File: src/lgtr_pkg.sv
// lgtr_pkg: shared types and constants of the lda gibbs token resampler
// used by lgtr_weight_unit, lda_gibbs_token_resampler_top and the testbench, no dependencies
package lgtr_pkg;

  localparam int WEIGHT_W   = 48;   // unsigned q16.32 topic weight
  localparam int FRAC_W     = 16;   // q0.16 uniform draw
  localparam int PRIOR_W    = 16;   // q8.8 priors
  localparam int TIU_W      = 7;    // topics_in_use register
  localparam int VIU_W      = 13;   // vocab_in_use register
  localparam int DOC_W      = 10;
  localparam int WORD_W     = 12;
  localparam int TOPIC_W    = 6;
  localparam int FIX_SHIFT  = 24;   // weight = nw*ad*2^24/dn
  localparam int CHUNK_W    = 16;   // multiplier digit width
  localparam int IN_DATA_W  = 48;
  localparam int OUT_DATA_W = 8;
  localparam int CFG_IDX_W  = 2;

  localparam logic [WEIGHT_W-1:0] WEIGHT_MAX = {WEIGHT_W{1'b1}};

  typedef enum logic {
    OP_LOAD     = 1'b0,
    OP_RESAMPLE = 1'b1
  } op_e;

  typedef enum logic [CFG_IDX_W-1:0] {
    CFG_ALPHA = 2'd0,
    CFG_BETA  = 2'd1,
    CFG_TIU   = 2'd2,
    CFG_VIU   = 2'd3
  } cfg_idx_e;

endpackage

File: src/lgtr_weight_unit.sv
// lgtr_weight_unit: iterative weight unit, floor(nw*ad*2^24/dn) saturated to 48 bits
// digit-serial multiply then one restoring divide step per cycle; uses lgtr_pkg
module lgtr_weight_unit #(
  parameter int NW = 33,
  parameter int DW = 34
) (
  input  logic                          clk_i,
  input  logic                          rst_ni,
  input  logic                          start_i,
  input  logic [NW-1:0]                 nw_i,
  input  logic [NW-1:0]                 ad_i,
  input  logic [DW-1:0]                 dn_i,
  output logic                          done_o,
  output logic [lgtr_pkg::WEIGHT_W-1:0] weight_o
);
  import lgtr_pkg::*;

  localparam int NCH  = (NW + CHUNK_W - 1) / CHUNK_W;
  localparam int AW   = NCH * CHUNK_W;
  localparam int PW   = 2 * NW;
  localparam int HW   = PW - FIX_SHIFT;
  localparam int CMPW = (HW > DW) ? HW : DW;

  typedef enum logic [1:0] {S_IDLE, S_MUL, S_CHK, S_DIV} state_e;

  state_e              state_q;
  logic [5:0]          cnt_q;
  logic [NW-1:0]       nw_q;
  logic [AW-1:0]       a_q;
  logic [DW-1:0]       dn_q;
  logic [PW-1:0]       p_q;
  logic [DW-1:0]       r_q;
  logic [FIX_SHIFT-1:0] l_q;
  logic [WEIGHT_W-1:0] q_q;
  logic                done_q;
  logic [WEIGHT_W-1:0] weight_q;

  logic [PW-1:0]       prod;
  logic [HW-1:0]       hi;
  logic                sat;
  logic                bit_in;
  logic [DW:0]         rr;
  logic                ge;

  always_comb begin
    prod   = PW'(nw_q) * PW'(a_q[AW-1 -: CHUNK_W]);
    hi     = p_q[PW-1:FIX_SHIFT];
    sat    = CMPW'(hi) >= CMPW'(dn_q);
    bit_in = (cnt_q < 6'(FIX_SHIFT)) ? l_q[FIX_SHIFT-1] : 1'b0;
    rr     = {r_q, bit_in};
    ge     = rr >= {1'b0, dn_q};
  end

  always_ff @(posedge clk_i or negedge rst_ni) begin
    if (!rst_ni) begin
      state_q  <= S_IDLE;
      cnt_q    <= '0;
      done_q   <= 1'b0;
      nw_q     <= '0;
      a_q      <= '0;
      dn_q     <= '0;
      p_q      <= '0;
      r_q      <= '0;
      l_q      <= '0;
      q_q      <= '0;
      weight_q <= '0;
    end else begin
      done_q <= 1'b0;
      unique case (state_q)
        S_IDLE: begin
          if (start_i) begin
            nw_q    <= nw_i;
            a_q     <= AW'(ad_i);
            dn_q    <= dn_i;
            p_q     <= '0;
            cnt_q   <= '0;
            state_q <= S_MUL;
          end
        end
        S_MUL: begin
          // most significant digit first
          p_q <= (p_q << CHUNK_W) + prod;
          a_q <= a_q << CHUNK_W;
          if (cnt_q == 6'(NCH - 1)) begin
            state_q <= S_CHK;
          end
          cnt_q <= cnt_q + 6'd1;
        end
        S_CHK: begin
          if (p_q == '0) begin
            weight_q <= '0;
            done_q   <= 1'b1;
            state_q  <= S_IDLE;
          end else if (sat) begin
            // quotient would not fit, also covers zero denominator
            weight_q <= WEIGHT_MAX;
            done_q   <= 1'b1;
            state_q  <= S_IDLE;
          end else begin
            r_q     <= DW'(hi);
            l_q     <= p_q[FIX_SHIFT-1:0];
            q_q     <= '0;
            cnt_q   <= '0;
            state_q <= S_DIV;
          end
        end
        S_DIV: begin
          l_q <= l_q << 1;
          if (ge) begin
            r_q <= DW'(rr - {1'b0, dn_q});
          end else begin
            r_q <= DW'(rr);
          end
          q_q <= {q_q[WEIGHT_W-2:0], ge};
          if (cnt_q == 6'(WEIGHT_W - 1)) begin
            weight_q <= {q_q[WEIGHT_W-2:0], ge};
            done_q   <= 1'b1;
            state_q  <= S_IDLE;
          end
          cnt_q <= cnt_q + 6'd1;
        end
        default: state_q <= S_IDLE;
      endcase
    end
  end

  assign done_o   = done_q;
  assign weight_o = weight_q;

endmodule

File: config.mk
export PLATFORM = sky130hd
export DESIGN_NAME = lgtr_weight_unit
export DESIGN_NICKNAME = d
export VERILOG_FILES = /design/src/lgtr_pkg.sv /design/src/lgtr_weight_unit.sv
export SDC_FILE = /design/constraint.sdc
export NUM_CORES = 2
export LEC_CHECK = 0
export CAP_MARGIN = 15
export CORE_MARGIN = 2
export CORE_UTILIZATION = 65
export DETAILED_ROUTE_END_ITERATION = 7
export DONT_BUFFER_PORTS = 1
export GPL_TIMING_DRIVEN = 0
export PLACE_DENSITY = 0.85
export SLEW_MARGIN = 5
export SYNTH_ARGS = -nofsm -noshare
export SYNTH_HDL_FRONTEND = slang
export SYNTH_SLANG_ARGS = --single-unit
File: constraint.sdc
create_clock -name clk_i -period 7.6 [get_ports clk_i]
set_clock_uncertainty 0.2 [all_clocks]
set_input_delay 0.76 -clock clk_i [delete_from_list [all_inputs] [get_ports clk_i]]
set_output_delay 0.76 -clock clk_i [all_outputs]
set_load 0.02 [all_outputs]
==> Yosys cells after proc, flatten, opt, wreduce, memory -nomap -nowiden <==
Index checks and enable logic that the tools add are counted.
W data, S select, Z words.
{ "word_totals": {"word_cells": 73, "reg_bits": 343, "output_inout_bits": 49} }
{ "classes": {"n_mux": 33, "reduce_logical": 11, "eq_ne": 11, "mul": 1, "add_sub_neg": 3, "n_lt_le_gt_ge": 3} }
{ "op_table": {"columns": ["operator", "count"], "rows": [
  ["$mux W48", 4],
  ["$pmux W48 S2", 2],
  ["$pmux W66 S2", 1],
  ["$mux W34", 3],
  ["$mux W47", 2],
  ["$pmux W47 S2", 1],
  ["$pmux W34 S2", 1],
  ["$add A66 B49 Y66", 1],
  ["$logic_not A66 Y1", 1],
  ["$mux W66", 1],
  ["$mul A33 B16 Y49", 1],
  ["$mux W24", 2],
  ["$pmux W24 S2", 1],
  ["$ge A42 B34 Y1", 1],
  ["$ge A35 B34 Y1", 1],
  ["$sub A34 B34 Y34", 1],
  ["$mux W6", 3],
  ["$pmux W6 S3", 1],
  ["$reduce_and A3 Y1", 4],
  ["$mux W2", 5],
  ["$ne A2 B2 Y1 const B", 5],
  ["$pmux W2 S4", 1],
  ["$add A6 B1 Y6 const B", 1],
  ["$eq A6 B2 Y1 const B", 1],
  ["other kinds (11)", 17]
]} }

==> Longest topological paths before layout <==
{ "depth": {"depth_word": 5, "depth_mapped": 27, "ltp_nobuf": 25} }

==> Worst setup path before layout <==
Ideal clock, no wire load.
{ "synth_timing": {"path_kind": "reg2reg", "startpoint": "reg a_q[44]", "endpoint": "reg p_q[44]", "setup_ps": 136, "slack_ps": 958, "required_time_ps": 7264, "stages_incl_launch_ff": 26, "t_arrival_ps": 6306, "n_path_buf": 3, "path_cell_list": "dfrtp_1 clkbuf_1 clkbuf_1 nand2_1 fa_1 inv_1 fa_1 fa_1 fa_1 fa_1 inv_1 fa_1 inv_1 ha_1 clkbuf_1 nand4_1 nor3_1 a221oi_1 o21ai_0 a31o_2 a31o_2 a21boi_1 o21bai_1 a31oi_1 xor2_1 o22ai_1"} }
{ "synth_between": {"elab_chain_len": 3} }
{ "synth_rtl": {"columns": ["element", "line_no", "source"], "rows": [
  ["start, declared", "lgtr_weight_unit.sv:29", "logic [AW-1:0] a_q;"],
  ["start signal, assigned", "lgtr_weight_unit.sv:73", "a_q <= AW'(ad_i);"],
  ["start signal, assigned", "lgtr_weight_unit.sv:83", "a_q <= a_q << CHUNK_W;"],
  ["$mul A33 B16 Y49", "lgtr_weight_unit.sv:46", "prod = PW'(nw_q) * PW'(a_q[AW-1 -: CHUNK_W]);"],
  ["$add A66 B49 Y66", "lgtr_weight_unit.sv:82", "p_q <= (p_q << CHUNK_W) + prod;"],
  ["$pmux W66 S2", "lgtr_weight_unit.sv:69", "unique case (state_q)"],
  ["end signal, assigned", "lgtr_weight_unit.sv:82", null],
  ["end, declared", "lgtr_weight_unit.sv:31", "logic [PW-1:0] p_q;"]
]} }
Every way passes these cells.
A chain may end at the register's enable or synchronous reset.

==> Worst setup path in the final report <==
{ "layout_timing": {"startpoint": "reg a_q[47]", "endpoint": "reg p_q[37]"} }
Same word-level chain as after synthesis.

==> results by group <==
Synthesis
  – Post-Syn Nets: 4729
  – Ys flop type: dfrtp_1
  – Mean Syn Cell Area: 8.895 um2
  – Synth Instances: ~4000
  – Seq/Total Area, Yosys: between 20% and 30%
  – EDFF count, synth: 0
  – Post-synthesis register bit count: between 300 and 400
  – Unique cell type count in the Yosys netlist: just over 70
  – Post-Synthesis Cell Area: approximately 0.035 mm2
  – Ys async rst share: 100.0%
  – Ys Warns: 0

Critical path
  – Worst Setup Path Type: reg -> reg
  – Worst path bufs/invs: 4
  – Slowest CP cell: fa_1
  – Crit Path Max Fanout: 10
  – CP cell instances: clkbuf_2 > and2_1 > fa_1 > fa_1 > fa_1 > fa_1 > fa_1 > inv_1 > fa_1 > inv_1 > ha_1 > clkbuf_1 > a21o_1 > a21o_1 > a21oi_1 > nand3b_1 > o211ai_1 > a31oi_4 > nor2_1 > o31ai_1 > a311oi_1 > xnor2_1 > o21ai_1
  – Register-to-Register Path Depth: 23
  – Worst Setup End Kind: register
  – Arr. time, crit path: between 7 and 8 ns
  – Setup slack, reg-to-reg: approximately 0.17 ns
  – Critical R2R Launch: a_q[47]
  – Slowest cell delay on critical path: about 0.57 ns
  – Delay-heaviest family, CP: adder cells
  – Worst r2r dst: p_q[37]
  – Most frequent CP cell: fa_1
  – Crit path from: a_q[47]
  – Crit start category: register
  – WP data required: ~8 ns

Final layout
  – Share of cells above drive strength 1: 6.452%
  – Fillers: between 4000 and 5000
  – Most frequent cells in the layout: 663 x nand2_1, 660 x inv_1, 466 x fa_1
  – Area Growth Syn to Fin: 7.266%
  – Sequential Area: 0.008615 mm2
  – Commonest non-fill, non-tap cell in the layout: nand2_1
  – Final Util: between 70% and 80%
  – Area of the multi-input gates: 0.02327 mm2
  – Final net count: between 4000 and 5000
  – Layout Cells excl Fill: approximately 4700

Die
  – Die width: around 240 um
  – Core Area: 0.05360 mm2
  – Initial Util: around two thirds
  – Ports: between 150 and 200
  – Row count: 85
  – Die Ht: around 240 um
  – Die area: roughly 0.056 mm2

Timing
  – Min cycle time layout: 7.430 ns
  – Worst setup margin: 0.1696 ns
  – Min Hold Slack: -0.3102 ns
  – Final Hold Viols: about 340
  – Final slew viol count: 0
  – Setup TNS: 0 ns
  – Max Freq: 134.6 MHz
  – Part of the cycle the worst path needs: between 90% and 100%
  – Setup violators final: 0
  – Tightest Pin Transition: about 1.3 ns
  – Max_slew headroom: approximately 16%

Detailed routing
  – Iteration-0 DRC Markers: around 3200
  – Antenna violation net count after detailed routing: 0
  – Final Routed Wirelength: ~110000 um
  – Wire per inst: roughly 22 um
  – DRC: 0
  – Vias per cell: about 6
  – DR vias: approximately 29000
  – DR pass1 iterations: 6

Global routing
  – Global Route met2 Usage: between 50% and 60%
  – Met1 Usage GRT: between 50 and 60%
  – First-pass GRT wire length: between 150000 and 200000 um
  – Initial antenna violation count: 10
  – Grt ovf: 0
  – Vias in the first global route: 29550
  – GRT busiest layer: met2
  – Largest net degree at the start of global routing: 344
  – M3 GR Usage: ~11%
  – Total track usage: between 30% and 40%

Worst hold path
  – Hold WC Path Type: in -> async

Clocking
  – H-tree depth: 2
  – Worst-skew pair later-pin latency: 0.59 ns
  – Root Buffer: clkbuf_16
  – Bufs on Longest Clock Path: 3
  – Clock Pin Slew Worst Setup and Hold Paths: about 0.06 ns
  – Clk sink count: ~340
  – CTS Buf Count: ~40
  – CTS tree: done

Placed design
  – GP Congestion: between 0.9 and 1
  – DP Cell Count: ~4600
  – Pre-CTS WS: -0.5908 ns
  – Buffers on Ports: 0
  – DP HPWL: between 80000 and 90000 um

Run
  – Max-Cap Viols: 0

Status
  – Failing checks: negative hold slack
  – Status: finished with violations
==> worst reg2reg max path, delay by kind of cell, from the launching register on <==
family | cells | cell delay [ns]
fa+ha+maj | 7 | 3.54
compound gates | 8 | 1.77
buf+inv | 4 | 0.66
flops | 1 | 0.52
simple gates | 3 | 0.48
xor+xnor | 1 | 0.17
==> Yosys cell counts (23+ instances only) <==
library cell	count	area share, %
a21o_1	66	1.4
a21oi_1	119	1.7
a22o_1	50	1.2
a31oi_1	56	1.0
and2_1	243	4.3
clkbuf_1	201	2.1
dfrtp_1	343	24
fa_1	466	27
ha_1	207	7.4
inv_1	660	7.0
mux2_2	34	1.1
nand2_1	663	7.1
nand3_1	36	0.51
nand4_1	27	0.48
nor2_1	111	1.2
nor4_1	23	0.41
o21ai_0	270	3.8
o21ai_1	29	0.41
xnor2_1	52	1.3
xor2_1	38	0.95
==> through the flow <==
stage	hold slack (ns)	instance area (um2)
floorplan	0.2424	35160
global placement	0.2597	36030
detailed placement	0.2695	36030
CTS	-0.3467	37530
global route	-0.3220	37710
finish	-0.3102	37720
==> cell type report <==
class / instances / area share [%]
sequential: 343 / 22.84
timing repair buffer: 5 / 0.09952
antenna: 6 / 0.03981
inverter: 660 / 6.568
tap: 696 / 2.309
clock inverter: 20 / 0.7066
clock buffer: 51 / 3.035
multi-input combinational: 2722 / 61.69
buffer: 213 / 2.710
==> worst max-delay path by stage <==
stage / end / slack [ns] / cells after the start
after CTS: p_q[44] / 0.01 / 23
after floorplan: p_q[44] / 0.96 / 25
after global routing: p_q[64] / -0.01 / 24
final: p_q[37] / 0.17 / 23
after global placement: p_q[65] / -0.55 / 24
after detailed placement: p_q[45] / -0.59 / 25
==> logic make-up (layout without fill, tap and decap cells) <==
group,count (synthesis),in the layout,share of synthesized area [%]
other cells,0,6,0
compound gates,716,716,12.50
flops,343,343,24.41
buf+inv,888,949,9.686
mux,56,56,1.715
simple gates,1187,1187,15.55
fa+ha+maj,673,673,33.90
xor+xnor,90,90,2.242
==> flip-flops by register name, summed over array words and instances, names as in the netlist, 2 cells and up <==
register  cells
dn_q         34
weight_o     48
cnt_q         6
a_q          48
l_q          24
state_q       2
q_q          47
nw_q         33
r_q          34
p_q          66
==> layer usage <==
metal  vias up  wire, um
li1      12550         -
met1     14350     39030
met2      1738     47560
met3       437     12460
met4         8      6580
met5         -       120
==> repair_timing <==
action / CTS / global route
hold endpoints to repair: 343 / 343
gates resized for setup: 72 / 115
gates cloned: 0 / 0
endpoints found under the setup margin: 32 / 26
pin swaps: 0 / 5
buffers inserted: 0 / 5
Power is not shown: default switching activity piles up to over one toggle a cycle in this logic, so the estimate is an artifact.
